<file path="src/hdl/icv_pkg.sv">
// Shared types and constants for the streaming 2-D convolution block.
// Used by every module of the block but icv_ram; depends on nothing.
package icv_pkg;

  // Geometry limits and number formats.
  localparam int MAX_WIDTH   = 2048;
  localparam int MAX_HEIGHT  = 4096;
  localparam int MAX_KERNEL  = 7;
  localparam int PIXEL_BITS  = 16;
  localparam int COEF_BITS   = 18;
  localparam int COEF_FRAC   = 12;
  localparam int RING_ROWS   = MAX_KERNEL + 1;
  localparam int QUEUE_DEPTH = 4;

  // Field and counter widths.
  localparam int COL_BITS    = $clog2(MAX_WIDTH);
  localparam int WIDTH_BITS  = 12;
  localparam int HEIGHT_BITS = 13;
  localparam int ROW_BITS    = 13;
  localparam int EROW_BITS   = 12;
  localparam int KDIM_BITS   = 3;
  localparam int HALF_BITS   = 2;
  localparam int SLOT_BITS   = $clog2(RING_ROWS);
  localparam int CIDX_BITS   = 6;
  localparam int QPTR_BITS   = $clog2(QUEUE_DEPTH);
  localparam int PROD_BITS   = PIXEL_BITS + COEF_BITS;
  localparam int ROWSUM_BITS = PROD_BITS + 3;
  localparam int ACC_BITS    = PROD_BITS + 6;
  localparam int QUOT_BITS   = ACC_BITS - COEF_FRAC;
  localparam int PIX_MAX     = 2 ** (PIXEL_BITS - 1) - 1;
  localparam int PIX_MIN     = -(2 ** (PIXEL_BITS - 1));

  // Item opcodes.
  localparam logic [1:0] OP_COEF  = 2'd0;
  localparam logic [1:0] OP_PIXEL = 2'd1;
  localparam logic [1:0] OP_DRAIN = 2'd2;
  localparam logic [1:0] OP_NONE  = 2'd3;

  // Configuration register indexes.
  localparam logic [1:0] CFG_WIDTH  = 2'd0;
  localparam logic [1:0] CFG_HEIGHT = 2'd1;
  localparam logic [1:0] CFG_KCOLS  = 2'd2;
  localparam logic [1:0] CFG_KROWS  = 2'd3;

  // Command passed from the front end to the back end through the queue.
  typedef struct packed {
    logic                        is_coef;
    logic [CIDX_BITS-1:0]        coef_idx;
    logic signed [COEF_BITS-1:0] coef_val;
    logic                        wr;
    logic [SLOT_BITS-1:0]        wr_slot;
    logic [COL_BITS-1:0]         col;
    logic signed [PIXEL_BITS-1:0] pix;
    logic                        ld;
    logic [SLOT_BITS-1:0]        rd_base;
    logic                        emit;
    logic                        err;
    logic [MAX_KERNEL-1:0]       rowm;
    logic [MAX_KERNEL-1:0]       colm;
    logic [COL_BITS-1:0]         ec;
    logic [EROW_BITS-1:0]        er;
    logic                        fend;
  } cmd_t;

  // Result bookkeeping that rides along the adder pipeline.
  typedef struct packed {
    logic                 err;
    logic [COL_BITS-1:0]  ec;
    logic [EROW_BITS-1:0] er;
    logic                 fend;
  } meta_t;

endpackage

</file>
<file path="src/hdl/icv_front.sv">
// Front end: configuration registers, position counters and item classification.
// Turns each accepted beat into a command for the back end. Uses icv_pkg.
module icv_front import icv_pkg::*; (
  input  logic                         clk,
  input  logic                         rst,
  input  logic                         cfg_wr,
  input  logic [1:0]                   cfg_index,
  input  logic [HEIGHT_BITS-1:0]       cfg_data,
  input  logic                         item_acc,
  input  logic [1:0]                   opcode,
  input  logic [CIDX_BITS-1:0]         coef_index,
  input  logic signed [COEF_BITS-1:0]  coef_value,
  input  logic signed [PIXEL_BITS-1:0] pixel_value,
  output logic                         push,
  output cmd_t                         cmd,
  output logic [KDIM_BITS-1:0]         win_top
);

  logic [WIDTH_BITS-1:0]  img_w;
  logic [HEIGHT_BITS-1:0] img_h;
  logic [KDIM_BITS-1:0]   k_cols;
  logic [KDIM_BITS-1:0]   k_rows;
  logic [COL_BITS-1:0]    in_col;
  logic [ROW_BITS-1:0]    in_row;
  logic [COL_BITS-1:0]    emit_col;
  logic [EROW_BITS-1:0]   emit_row;

  logic [WIDTH_BITS-1:0]  w_eff;
  logic [WIDTH_BITS-1:0]  wm1;
  logic [HEIGHT_BITS-1:0] h_eff;
  logic [HALF_BITS-1:0]   hr;
  logic [HALF_BITS-1:0]   hc;
  logic [HALF_BITS-1:0]   lag;
  logic                   kbad;
  logic                   is_pix;
  logic                   do_emit;
  logic                   do_ld;
  logic [WIDTH_BITS-1:0]  ec_inc;
  logic [HEIGHT_BITS-1:0] er_inc;
  logic [WIDTH_BITS-1:0]  ic_inc;
  logic                   col_wrap;
  logic                   in_wrap;
  logic                   fend;
  logic [ROW_BITS-1:0]    rsum [MAX_KERNEL];
  logic [WIDTH_BITS-1:0]  csum [MAX_KERNEL];
  logic [MAX_KERNEL-1:0]  rowm;
  logic [MAX_KERNEL-1:0]  colm;

  // Effective geometry: sizes clamped to the supported range.
  always_comb begin
    if (img_w == '0) begin
      w_eff = WIDTH_BITS'(1);
    end else if (img_w > WIDTH_BITS'(MAX_WIDTH)) begin
      w_eff = WIDTH_BITS'(MAX_WIDTH);
    end else begin
      w_eff = img_w;
    end
    if (img_h == '0) begin
      h_eff = HEIGHT_BITS'(1);
    end else if (img_h > HEIGHT_BITS'(MAX_HEIGHT)) begin
      h_eff = HEIGHT_BITS'(MAX_HEIGHT);
    end else begin
      h_eff = img_h;
    end
  end

  // Kernel half sizes and the horizontal lag, which is capped by the row width.
  assign hr   = k_rows[2:1];
  assign hc   = k_cols[2:1];
  assign wm1  = w_eff - 1'b1;
  assign lag  = (WIDTH_BITS'(hc) < wm1) ? hc : wm1[HALF_BITS-1:0];
  assign kbad = !k_cols[0] || !k_rows[0];
  assign win_top = {1'b0, hc} + {1'b0, lag};

  // Position bookkeeping for the current beat.
  assign is_pix   = (opcode == OP_PIXEL) || (opcode == OP_DRAIN);
  assign do_ld    = in_row >= ROW_BITS'(hr);
  assign do_emit  = (in_row > ROW_BITS'(hr)) ||
                    (in_row == ROW_BITS'(hr) && in_col >= COL_BITS'(lag));
  assign ec_inc   = {1'b0, emit_col} + 1'b1;
  assign er_inc   = {1'b0, emit_row} + 1'b1;
  assign ic_inc   = {1'b0, in_col} + 1'b1;
  assign col_wrap = ec_inc >= w_eff;
  assign in_wrap  = ic_inc >= w_eff;
  assign fend     = col_wrap && (er_inc >= h_eff);

  // Window taps that fall inside both the kernel and the image.
  always_comb begin
    for (int k = 0; k < MAX_KERNEL; k++) begin
      rsum[k] = {1'b0, emit_row} + ROW_BITS'(k);
      csum[k] = {1'b0, emit_col} + WIDTH_BITS'(k);
      rowm[k] = (KDIM_BITS'(k) < k_rows) && (rsum[k] >= ROW_BITS'(hr)) &&
                ({1'b0, rsum[k]} < ({1'b0, h_eff} + (ROW_BITS + 1)'(hr)));
      colm[k] = (KDIM_BITS'(k) < k_cols) && (csum[k] >= WIDTH_BITS'(hc)) &&
                ({1'b0, csum[k]} < ({1'b0, w_eff} + (WIDTH_BITS + 1)'(hc)));
    end
  end

  // Command for the back end.
  always_comb begin
    cmd          = '0;
    cmd.is_coef  = (opcode == OP_COEF);
    cmd.coef_idx = coef_index;
    cmd.coef_val = coef_value;
    if (is_pix) begin
      if (kbad) begin
        cmd.emit = 1'b1;
        cmd.err  = 1'b1;
      end else begin
        cmd.wr      = in_row < ROW_BITS'(h_eff);
        cmd.wr_slot = in_row[SLOT_BITS-1:0];
        cmd.col     = in_col;
        cmd.pix     = (opcode == OP_PIXEL) ? pixel_value : '0;
        cmd.ld      = do_ld;
        cmd.rd_base = in_row[SLOT_BITS-1:0] - SLOT_BITS'({hr, 1'b0});
        cmd.emit    = do_emit;
        cmd.rowm    = rowm;
        cmd.colm    = colm;
        cmd.ec      = emit_col;
        cmd.er      = emit_row;
        cmd.fend    = do_emit && fend;
      end
    end
  end

  assign push = item_acc && (opcode != OP_NONE);

  // Configuration registers and frame counters.
  always_ff @(posedge clk) begin
    if (rst) begin
      img_w    <= WIDTH_BITS'(640);
      img_h    <= HEIGHT_BITS'(480);
      k_cols   <= KDIM_BITS'(3);
      k_rows   <= KDIM_BITS'(3);
      in_col   <= '0;
      in_row   <= '0;
      emit_col <= '0;
      emit_row <= '0;
    end else if (cfg_wr) begin
      unique case (cfg_index)
        CFG_WIDTH:  img_w  <= cfg_data[WIDTH_BITS-1:0];
        CFG_HEIGHT: img_h  <= cfg_data;
        CFG_KCOLS:  k_cols <= cfg_data[KDIM_BITS-1:0];
        CFG_KROWS:  k_rows <= cfg_data[KDIM_BITS-1:0];
      endcase
      in_col   <= '0;
      in_row   <= '0;
      emit_col <= '0;
      emit_row <= '0;
    end else if (item_acc && is_pix && !kbad) begin
      if (do_emit && fend) begin
        // Last result of the frame: start over.
        in_col   <= '0;
        in_row   <= '0;
        emit_col <= '0;
        emit_row <= '0;
      end else begin
        if (do_emit) begin
          if (col_wrap) begin
            emit_col <= '0;
            emit_row <= er_inc[EROW_BITS-1:0];
          end else begin
            emit_col <= ec_inc[COL_BITS-1:0];
          end
        end
        if (in_wrap) begin
          in_col <= '0;
          in_row <= in_row + 1'b1;
        end else begin
          in_col <= ic_inc[COL_BITS-1:0];
        end
      end
    end
  end

endmodule

</file>
<file path="config.mk">
export PLATFORM = sky130hd
export DESIGN_NAME = icv_front
export DESIGN_NICKNAME = d
export VERILOG_FILES = /design/src/hdl/icv_pkg.sv /design/src/hdl/icv_front.sv
export SDC_FILE = /design/constraint.sdc
export NUM_CORES = 1
export LEC_CHECK = 0
export BUFFER_PORTS_ARGS = -buffer_cell sky130_fd_sc_hd__buf_2
export CAP_MARGIN = 5
export CORE_MARGIN = 5
export CORE_UTILIZATION = 35
export CTS_BUF_LIST = sky130_fd_sc_hd__clkbuf_4 sky130_fd_sc_hd__clkbuf_8
export DETAILED_ROUTE_END_ITERATION = 7
export SYNTH_ARGS = -nofsm -noshare
export SYNTH_HDL_FRONTEND = slang
export SYNTH_SLANG_ARGS = --single-unit
</file>
<file path="constraint.sdc">
create_clock -name clk -period 6.3 [get_ports clk]
set_input_delay 1.26 -clock clk [delete_from_list [all_inputs] [get_ports clk]]
set_output_delay 1.26 -clock clk [all_outputs]
set_load 0.005 [all_outputs]
</file>
==> flow_summary.ini <==
[finish]
drive_gt1_frac = 0.1172
antenna_cells = 0
n_fill_cell = 3514
fin_cells = 2095
postLayoutCoreUtil = 0.3897
multiInputGateArea_sq_um = 9681
nNetsFinal = 1955
seqCellArea_sq_um = 1562
area_growth_pct = 9.634

[critical_path]
crit_type = reg2out
path_max_fanout = 7
worstSetupEndpointType = primary output
rr_startpoint = img_w[4]
r2r-end = emit_col[3]
ff2ff_setup_slack_ns = 1.15
r2r_cells = 18
cp.arrival_ns = 4.77
crit_required_ns = 5.04
startpoint_type = flop

[timing]
fin_crit_sh = 0.9569
rsz0062_at_grt = false
hold_violations = 0
slew_viol_final = 0
tightest_slew_ns = 1.042
skew_ns = 0.01866
fmax_ghz = 0.1659
setup_violations = 0
slew_headroom = 0.3052
finalSetupTns_ns = 0
min_period_ns = 6.029

[global_route]
grt_remaining_overflow = 0
grt_pass1_wl_microns = 64430
antenna_found_initial = 0
grt_pass1_vias = 11580
grt_max_degree = 45
grt_use_total = 0.2070

[placement]
dp_cells = 2079
dpl.hpwl_microns = 31810
gp_congestion = 0.9424
io_buffers = 116

[synthesis]
synth_top_cell_area_share = 0.2608
synth.most_common_cell = ha_1
syn_area_per_cell_sq_um = 7.552
syn_nets = 1895
ys_warn_count = 0
synth.largest_area_cell = ha_1
synthArstFlopShare = 0
syn_inst = 1582
synth_ff_type = dfxtp_1
yosys-top-cells-count = ha_1 (249), nand2_1 (195), nor2_1 (128)
synth_edf_count = 0
syn_area_sq_um = 11950
synth_seq_cells = 78
synth_area_leaders = ha_1 (26%), dfxtp_1 (13%), nand2_1 (6.1%)
ys_types = 78
ys_seq_area_frac = 0.1307

[cts]
htreeDepth = 3
cts_buffers = 9
clock_path_buffers = 2
clock-sinks = 78
hold_buffers = 0
cts_resized = 0
clock_latency_ns = 0.38
cts_root_buffer = clkbuf_8
cts_tree = yes
postCtsSetupRepairBufs = 0
clkSlewWorstSetupHoldPaths_ns = 0.09

[hold_path]
whs_endpoint = img_h[0]
holdPathStages = 2
hp-class = reg2reg
min_from = img_h[0]

[die]
die_height_microns = 194.8
core-area_sq_um = 33620
dieArea_sq_um = 37930
dieWidth_microns = 194.8
start_util = 0.3554
rows = 67
num_io_pins = 165

[route]
drt_iter0_markers = 969
avgViaCountPerCell = 5.593
ant_nets = 0
drt-wirelength-per-cell_microns = 19.52
drc = 0
dr.pass1.iters = 5
finalWirelength_microns = 40900
num_vias = 11720

[job]
drv_cap = 0

[power]
power.density_nw_per_um2 = 100.6
ir_drop_mv = 0.09770
finalPower_w = 0.001318
leakage_nw = 6.251

[outcome]
outcome = finished, final reports clean
==> metal layers <==
layer | GRT usage | vias up | routed length [microns]
li1 | - | 5769 | -
met3 | 0.03012 | 60 | 2695
met2 | 0.3381 | 405 | 18530
met4 | 0.05250 | 0 | 838
met1 | 0.2875 | 5484 | 18840
met5 | 0 | - | 0
==> critical path: stages (launching register included) <==
cell,delay [ns]
dfxtp_1,0.41
nor4_4,0.37
nand3_2,0.14
a21oi_2,0.31
inv_2,0.12
ha_1,0.33
ha_1,0.27
nor2b_1,0.13
o2111ai_1,0.11
or3_4,0.43
mux2_4,0.33
ha_1,0.27
o21ai_0,0.07
and4_1,0.21
o21ai_2,0.42
nor2_1,0.07
nor2_1,0.22
buf_2,0.16
==> stage by stage <==
step | setup WS [ns] | cell area, sq um | hold WS [ns]
after CTS | 0.2284 | 13100 | 0.4866
after global routing | 0.01730 | 13100 | 0.5039
after floorplan | 1.169 | 11950 | 0.4462
after detailed placement | 0.6726 | 12840 | 0.4726
final | 0.2714 | 13100 | 0.4842
after global placement | 0.7128 | 12840 | 0.4676
==> cell type report <==
cell class / instances / area share
inverter: 55 / 0.01576
multi-input combinational: 1348 / 0.7390
tap: 448 / 0.04279
sequential: 78 / 0.1192
clock inverter: 6 / 0.008883
timing repair buffer: 150 / 0.06381
clock buffer: 10 / 0.01051
==> registers in the layout, indices dropped and copies added (netlist names) <==
signal and cells:
emit_col 11, emit_row 12, img_h 13, img_w 12, in_col 11, in_row 13
k_cols 3, k_rows 3
==> where the power goes <==
part           total, W  internal (W)  leakage, nW  switching (W)
Combinational  0.000315      0.000115         5.49       0.000200
Clock          0.000490      0.000277        0.127       0.000213
Sequential     0.000513      0.000500        0.631      0.0000128
==> worst max-delay path by stage <==
stage / slack, ns / cells past startpoint / start / endpoint
final: 0.27 / 17 / img_w[4] / cmd[39]
after global routing: 0.02 / 17 / img_w[4] / cmd[39]
after CTS: 0.23 / 17 / img_w[4] / cmd[39]
after detailed placement: 0.67 / 17 / img_w[4] / cmd[39]
after global placement: 0.71 / 17 / img_w[4] / cmd[39]
after floorplan: 1.17 / 18 / img_w[4] / cmd[0]
==> cell families after synthesis <==
| group | share of synthesized area |
|---|---|
| xor gates and xnor gates | 0.09813 |
| AOI/OAI and AO/OA | 0.1743 |
| buffers and inverters | 0.05969 |
| DFF | 0.1307 |
| adders and majority gates | 0.2658 |
| and+or+nand+nor | 0.2625 |
| muxes | 0.008901 |
==> cell usage in the layout (no fill, tap or decap), types with 51 or more instances in the layout <==
master     n
a21oi_1  122
buf_2    116
dfxtp_1   78
ha_1     249
inv_1     53
nand2_1  195
nor2_1   127
nor3_1    56
o21ai_0   51
xnor2_1   63
xor2_1    69
Power figures use the tool's default switching activity.
