===== src/hdl/icv_pkg.sv =====
// Shared types and constants for the streaming 2-D convolution block.
// Used by every module of the block but icv_ram; depends on nothing.
package icv_pkg;

  // Geometry limits and number formats.
  localparam int MAX_WIDTH   = 2048;
  localparam int MAX_HEIGHT  = 4096;
  localparam int MAX_KERNEL  = 7;
  localparam int PIXEL_BITS  = 16;
  localparam int COEF_BITS   = 18;
  localparam int COEF_FRAC   = 12;
  localparam int RING_ROWS   = MAX_KERNEL + 1;
  localparam int QUEUE_DEPTH = 4;

  // Field and counter widths.
  localparam int COL_BITS    = $clog2(MAX_WIDTH);
  localparam int WIDTH_BITS  = 12;
  localparam int HEIGHT_BITS = 13;
  localparam int ROW_BITS    = 13;
  localparam int EROW_BITS   = 12;
  localparam int KDIM_BITS   = 3;
  localparam int HALF_BITS   = 2;
  localparam int SLOT_BITS   = $clog2(RING_ROWS);
  localparam int CIDX_BITS   = 6;
  localparam int QPTR_BITS   = $clog2(QUEUE_DEPTH);
  localparam int PROD_BITS   = PIXEL_BITS + COEF_BITS;
  localparam int ROWSUM_BITS = PROD_BITS + 3;
  localparam int ACC_BITS    = PROD_BITS + 6;
  localparam int QUOT_BITS   = ACC_BITS - COEF_FRAC;
  localparam int PIX_MAX     = 2 ** (PIXEL_BITS - 1) - 1;
  localparam int PIX_MIN     = -(2 ** (PIXEL_BITS - 1));

  // Item opcodes.
  localparam logic [1:0] OP_COEF  = 2'd0;
  localparam logic [1:0] OP_PIXEL = 2'd1;
  localparam logic [1:0] OP_DRAIN = 2'd2;
  localparam logic [1:0] OP_NONE  = 2'd3;

  // Configuration register indexes.
  localparam logic [1:0] CFG_WIDTH  = 2'd0;
  localparam logic [1:0] CFG_HEIGHT = 2'd1;
  localparam logic [1:0] CFG_KCOLS  = 2'd2;
  localparam logic [1:0] CFG_KROWS  = 2'd3;

  // Command passed from the front end to the back end through the queue.
  typedef struct packed {
    logic                        is_coef;
    logic [CIDX_BITS-1:0]        coef_idx;
    logic signed [COEF_BITS-1:0] coef_val;
    logic                        wr;
    logic [SLOT_BITS-1:0]        wr_slot;
    logic [COL_BITS-1:0]         col;
    logic signed [PIXEL_BITS-1:0] pix;
    logic                        ld;
    logic [SLOT_BITS-1:0]        rd_base;
    logic                        emit;
    logic                        err;
    logic [MAX_KERNEL-1:0]       rowm;
    logic [MAX_KERNEL-1:0]       colm;
    logic [COL_BITS-1:0]         ec;
    logic [EROW_BITS-1:0]        er;
    logic                        fend;
  } cmd_t;

  // Result bookkeeping that rides along the adder pipeline.
  typedef struct packed {
    logic                 err;
    logic [COL_BITS-1:0]  ec;
    logic [EROW_BITS-1:0] er;
    logic                 fend;
  } meta_t;

endpackage


===== src/hdl/icv_queue.sv =====
// Short command queue between the front end and the back end.
// Register-based FIFO of cmd_t entries. Uses icv_pkg.
module icv_queue import icv_pkg::*; (
  input  logic clk,
  input  logic rst,
  input  logic push,
  input  cmd_t push_cmd,
  output logic full,
  input  logic pop,
  output cmd_t pop_cmd,
  output logic empty
);

  cmd_t                 slots [QUEUE_DEPTH];
  logic [QPTR_BITS-1:0] wr_ptr;
  logic [QPTR_BITS-1:0] rd_ptr;
  logic [QPTR_BITS:0]   count;

  assign full    = count == (QPTR_BITS + 1)'(QUEUE_DEPTH);
  assign empty   = count == '0;
  assign pop_cmd = slots[rd_ptr];

  // Entry storage.
  always_ff @(posedge clk) begin
    if (push) begin
      slots[wr_ptr] <= push_cmd;
    end
  end

  // Pointers and fill count.
  always_ff @(posedge clk) begin
    if (rst) begin
      wr_ptr <= '0;
      rd_ptr <= '0;
      count  <= '0;
    end else begin
      if (push) begin
        wr_ptr <= (wr_ptr == QPTR_BITS'(QUEUE_DEPTH - 1)) ? '0 : wr_ptr + 1'b1;
      end
      if (pop) begin
        rd_ptr <= (rd_ptr == QPTR_BITS'(QUEUE_DEPTH - 1)) ? '0 : rd_ptr + 1'b1;
      end
      if (push && !pop) begin
        count <= count + 1'b1;
      end else if (pop && !push) begin
        count <= count - 1'b1;
      end
    end
  end

endmodule


===== config.mk =====
export PLATFORM = sky130hd
export DESIGN_NAME = icv_queue
export DESIGN_NICKNAME = d
export VERILOG_FILES = /design/src/hdl/icv_pkg.sv /design/src/hdl/icv_queue.sv
export SDC_FILE = /design/constraint.sdc
export NUM_CORES = 1
export LEC_CHECK = 0
export BUFFER_PORTS_ARGS = -buffer_cell sky130_fd_sc_hd__buf_2
export CELL_PAD_IN_SITES_DETAIL_PLACEMENT = 2
export CELL_PAD_IN_SITES_GLOBAL_PLACEMENT = 2
export CORE_MARGIN = 3
export CORE_UTILIZATION = 45
export CTS_CLUSTER_SIZE = 20
export DETAILED_ROUTE_END_ITERATION = 8
export GPL_TIMING_DRIVEN = 0
export PLACE_DENSITY = 0.87
export SYNTH_ARGS = -nofsm -noshare
export SYNTH_HDL_FRONTEND = slang
export SYNTH_SLANG_ARGS = --single-unit

===== constraint.sdc =====
create_clock -name clk -period 4.71 [get_ports clk]
set_input_delay 0.2355 -clock clk [delete_from_list [all_inputs] [get_ports clk]]
set_output_delay 0.2355 -clock clk [all_outputs]
set_load 0.05 [all_outputs]

==> results of run 1 <==
power by group through the flow:
| stage | sequential, mW | clock, mW | combinational, mW |
|---|---|---|---|
| 2_1_floorplan | 4.29 | 0 | 0.783 |
| 3_3_place_gp | 4.31 | 0 | 1.06 |
| 3_5_place_dp | 4.30 | 0 | 1.12 |
| 4_1_cts | 4.23 | 3.24 | 1.19 |
| 5_1_grt | 4.24 | 3.45 | 1.25 |
| 6_report | 4.23 | 3.22 | 1.18 |
final timing paths:
path	start	slack (ps)	cells past startpoint	end
worst max-delay path	flip-flop	1840	4	pop_cmd[16]
worst min register to register	rd_ptr[0]$_SDFFE_PP0P_	610	2	rd_ptr[0]$_SDFFE_PP0P_
worst max register to register	wr_ptr[0]$_SDFFE_PP0P_	2630	4	slots[2][73]$_DFFE_PP_
worst min-delay path	push	140	3	wr_ptr[0]$_SDFFE_PP0P_
cells in the mapped netlist (all sizes together):
master,n,area share (%)
a21oi,2,0.067
and2,4,0.17
buf,22,1.8
dfxtp,9,1.2
edfxtp,400,80
fa,1,0.13
ha,6,0.50
inv,4,0.10
mux2i,4,0.27
mux4,100,15
nor2,7,0.18
nor3,1,0.033
nor3b,2,0.10
o21ai,1,0.033
or3,1,0.042
xor2,2,0.12
routing by layer:
metal  part of all wire (%)  GRT usage, %
met1                     39          28.3
met2                     54          40.3
met3                    5.3          4.37
met4                    1.7          4.58
met5                      0             0
final cells by class:
class | count | share of cell area, %
sequential | 409 | 64.2
multi-input combinational | 131 | 13.2
timing repair buffer | 310 | 11.3
clock buffer | 61 | 6.35
tap | 442 | 2.91
buffer | 22 | 1.40
clock inverter | 17 | 0.521
inverter | 4 | 0.0791
worst register-to-register path, delay by kind of cell (launching register included):
kind / cells / cell delay, ps
adders and majority gates: 1 / 160
buffers and inverters: 2 / 470
DFF: 1 / 360
and+or+nand+nor: 1 / 690
flip-flops by register name, indices dropped and copies added, names as in the netlist, named ones only:
| register | count |
|---|---|
| slots | 400 |
| count | 3 |
| rd_ptr | 2 |
| wr_ptr | 2 |
cell families after synthesis:
| family | Yosys count | share of synthesized area [%] |
|---|---|---|
| AO/OA/AOI/OAI | 3 | 0.100 |
| XOR/XNOR | 2 | 0.117 |
| adder cells (fa/ha/maj) | 7 | 0.635 |
| buffers and inverters | 26 | 1.87 |
| flip-flops | 409 | 81.4 |
| multiplexers | 104 | 15.3 |
| AND/OR/NAND/NOR | 15 | 0.518 |
what timing repair did:
action                                 CTS  global route
resized for setup                        0             0
endpoints found under the hold margin  403             0
hold buffers                           101             0
==> impl_metrics.yaml, run 1 <==
cts:
  cts_tree: "built"
  post_cts_buffers: 0
  clockBufferDepth: 3
  htree_levels: 2
  cts.sinks: 409
  clkSlewWorstSetupHoldPaths_ps: 60
  cts_root_buffer: "clkbuf_16"
  clk_latency_ps: 520
  cts_made_buffers: 44
cells_and_area:
  area_growth_pct: 26.8
  final_nets: 1033
  seq_area_um2: 12200
  mostFrequentLayoutCells: "edfxtp_1 (400), buf_2 (215), dlygate4sd3_1 (101), mux4_2 (100), clkbuf_16 (45)"
  antenna_cells: 0
  final_cells: 1396
  drive_above_1_share_pct: 40.8
  mostFrequentLayoutCell: "edfxtp_1"
  multi_input_area_um2: 2510
  fin_util_pct: 58.1
  nFillCells: 2685
  finalInstanceArea_um2: 19000
power_and_ir_drop:
  clock_power_share_pct: 37.3
  switchingPower_mw: 2.24
  seq_power_share_pct: 49.0
  ir_worst_vdd_mv: 0.327
  p_sw_share_pct: 26.0
  internal-power_mw: 6.39
  pwr_density_cell_nw_per_um2: 455
  finalPower_mw: 8.63
  power.leakage_nw: 6.50
  pwr-share-comb_pct: 13.7
sta:
  fin_crit_ps: 2870
  rsz0062_at_grt: "false"
  slew_headroom_pct: 37.8
  hold_violations: 0
  holdWs_ps: 139
  slew_violations: 0
  fin_tns_setup_ps: 0
  skew_ps: 14.1
  setup_ws_ps: 1840
  setup_viol_count_final: 0
  worst_pin_slew_ps: 933
  fmax_ghz: 0.348
  fin_crit_sh_pct: 60.9
route:
  drtIter0Drc: 403
  wire_per_inst_um: 27.7
  first_pass_iters: 4
  drcViolationCount: 0
  routed-via-count: 7368
  wl_mm: 38.7
  vias_per_cell: 5.28
  ant_nets: 0
grt:
  globalRouteOverflowTotal: 0
  antenna_found_initial: 0
  grt_usage_pct: 22.3
  grt_pass1_wl_mm: 58.7
  grt_start_max_net_pins: 56
  grt_pass1_vias: 8568
placed_design:
  dp.cells: 1217
  placed_cell_area_um2: 16700
  gp_congestion: 0.676
  hpwl_mm: 22.8
  pre_cts_ws_ps: 2380
  portBuffers: 205
floorplanning:
  start_util_pct: 45.8
  die_w_um: 188
  die_area_um2: 35500
  io-pin-count: 206
  fp.dieH_um: 188
  core_um2: 32700
  num_rows: 66
critical_path:
  crit_top_cell: "buf_2"
  worst_path_dominant_cell_family: "buffers and inverters"
  start_kind: "flip-flop"
  slowest_delay_ps: 700
  arrival_ps: 2630
  worstPathRequired_ps: 4470
  crit_fanout: 10
  slowest_stage: "buf_1"
  crit_chain: "buf_1 -> buf_2 -> mux4_2 -> buf_2"
  cp.buffers_inverters: 3
  critPathKind: "flip-flop to output port"
  crit_path_end_kind: "output port"
synth:
  yosysUniqueCellTypes: 19
  ys_seq_elements: 409
  seq_area_frac_synth_pct: 81.4
  synth_cells: 566
  syn_avg_cell_area_um2: 26.4
  yosysWarnings: 0
  netlist_area_um2: 15000
  synthesis.nets: 677
min_path:
  hp-class: "input pin to flip-flop"
status:
  status: "completed"
run:
  cap_viol_max_count: 0
Note: power is estimated with default switching activity, not from simulation.
==> run 2, diff against run 1 <==
- clock period: 4.71 -> 3 ns (I/O delays scaled with it)
==> run 2 against run 1 <==
Combinational power is 58% higher. Final cell count is 0.21% higher. Power is 59% higher. Sequential power is 57% higher. Via count is 0.35% lower. Register-to-register slack worse by 1800 ps. Count of clock-buffer cells in the layout is 4 lower. Non-clock buffer count is 2 higher. Wire length is 2.5% higher. Worst hold slack worse by 110 ps. Utilization is 0.32 points higher. Critical path type unchanged. Critical endpoint is now pop_cmd[42].
==> impl_metrics.yaml, run 2 (same netlist as run 1, synthesis figures left out) <==
cts:
  clkSlewWorstSetupHoldPaths_ps: 60
  post_cts_buffers: 0
  cts_root_buffer: "clkbuf_16"
  cts_made_buffers: 44
  clockBufferDepth: 3
  cts.sinks: 409
  htree_levels: 2
  cts_tree: "built"
  clk_latency_ps: 540
floorplanning:
  io-pin-count: 206
  num_rows: 66
  die_area_um2: 35500
  die_w_um: 188
  core_um2: 32700
  start_util_pct: 45.8
  fp.dieH_um: 188
run:
  cap_viol_max_count: 0
power_and_ir_drop:
  pwr_density_cell_nw_per_um2: 721
  finalPower_mw: 13.8
  ir_worst_vdd_mv: 0.664
  power.leakage_nw: 6.55
critical_path:
  worstPathRequired_ps: 2850
  crit_path_end_kind: "output port"
  start_kind: "flip-flop"
  arrival_ps: 2510
  rr_worst_depth: 4
  critPathKind: "flip-flop to output port"
  crit_fanout: 10
status:
  status: "completed"
placed_design:
  hpwl_mm: 23.1
  gp_congestion: 0.675
  dp.cells: 1218
  portBuffers: 205
grt:
  grt_pass1_vias: 8620
  grt_start_max_net_pins: 54
  antenna_found_initial: 1
  grt_pass1_wl_mm: 60.1
  grt_usage_pct: 23.0
  globalRouteOverflowTotal: 0
cells_and_area:
  area_growth_pct: 27.5
  mostFrequentLayoutCells: "edfxtp_1 (400), buf_2 (215), dlygate4sd3_1 (102), mux4_2 (100), clkbuf_16 (45)"
  fin_util_pct: 58.4
  largest_register_ffs: 400
  final_cells: 1399
  largest-register: "slots"
  mostFrequentLayoutCell: "edfxtp_1"
  drive_above_1_share_pct: 41.5
  final_nets: 1035
  top_regs: "slots x400, count x3"
min_path:
  hp-class: "input pin to flip-flop"
  whs_path_depth: 3
sta:
  setup_viol_count_final: 0
  holdWs_ps: 27.2
  hold_violations: 0
  slew_headroom_pct: 38.8
  fmax_ghz: 0.376
  fin_crit_sh_pct: 88.6
  skew_ps: 15.4
  rsz0062_at_grt: "false"
  slew_violations: 0
  worst_pin_slew_ps: 918
  fin_crit_ps: 2660
route:
  drcViolationCount: 0
  drtIter0Drc: 470
  wire_per_inst_um: 28.3
  ant_nets: 0
  vias_per_cell: 5.25
  wl_mm: 39.6
  first_pass_iters: 4
  routed-via-count: 7342
run 2: changes by cell type in the layout (fill, tap and decap cells not counted), sizes merged:
cell / before / now
dlygate4sd3: 101 / 102
buf: 231 / 232
clkinvlp: 0 / 1
inv: 4 / 5
diode: 0 / 1
clkbuf: 61 / 57
bufinv: 1 / 3
run 2: worst paths after layout:
| kind | from | end | slack [ps] |
|---|---|---|---|
| worst max-delay path | flip-flop | pop_cmd[42] | 340 |
| worst min-delay path | push | wr_ptr[0]$_SDFFE_PP0P_ | 30 |
| worst max register to register | wr_ptr[0]$_SDFFE_PP0P_ | slots[0][32]$_DFFE_PP_ | 830 |
| worst min register to register | count[2]$_SDFFE_PP0P_ | count[2]$_SDFFE_PP0P_ | 580 |
run 2: power breakdown:
part	leakage (nW)	internal (mW)	total, mW	switching, mW
clock	0.676	3.05	5.25	2.19
combinational	2.13	0.608	1.87	1.27
sequential	3.75	6.55	6.64	0.0927
run 2: layout make-up:
cell class,count,area [µm²]
clock buffers,57,1190
clock inverters,21,179
diodes,1,2.50
inverters,4,15.0
repair buffers,312,2180
plain buffers,22,265
fillers,2711,13600
flip-flops and latches,409,12200
well taps,442,553
multi-input cells,131,2510
run 2: worst max-delay path, cell delays in order, from the launching register on:
cell and delay [ps]:
dfxtp_1 300, buf_1 580, buf_2 430, mux4_2 410, buf_2 240
run 2: stage by stage:
step,instance area (µm²),worst slack (ps),TNS (ps)
after floorplan,15000,772,0
after global placement,16600,-241,-79740
after detailed placement,16700,887,0
after CTS,19100,304,0
after global routing,19100,232,0
final,19100,343,0
run 2: per-layer routing:
metal  vias to the layer above  wire length [µm]  GRT usage, %
met5                         -                13             0
met4                         2               678          5.04
met3                        49              2150          5.10
met2                       250             21700          42.1
met1                      3879             15100          28.1
li1                       3162                 -             -
run 2: repair_timing:
action                    4_1_cts  5_1_grt
hold endpoints to repair      409        0
gates resized for setup         0        0
hold buffers                  102        0
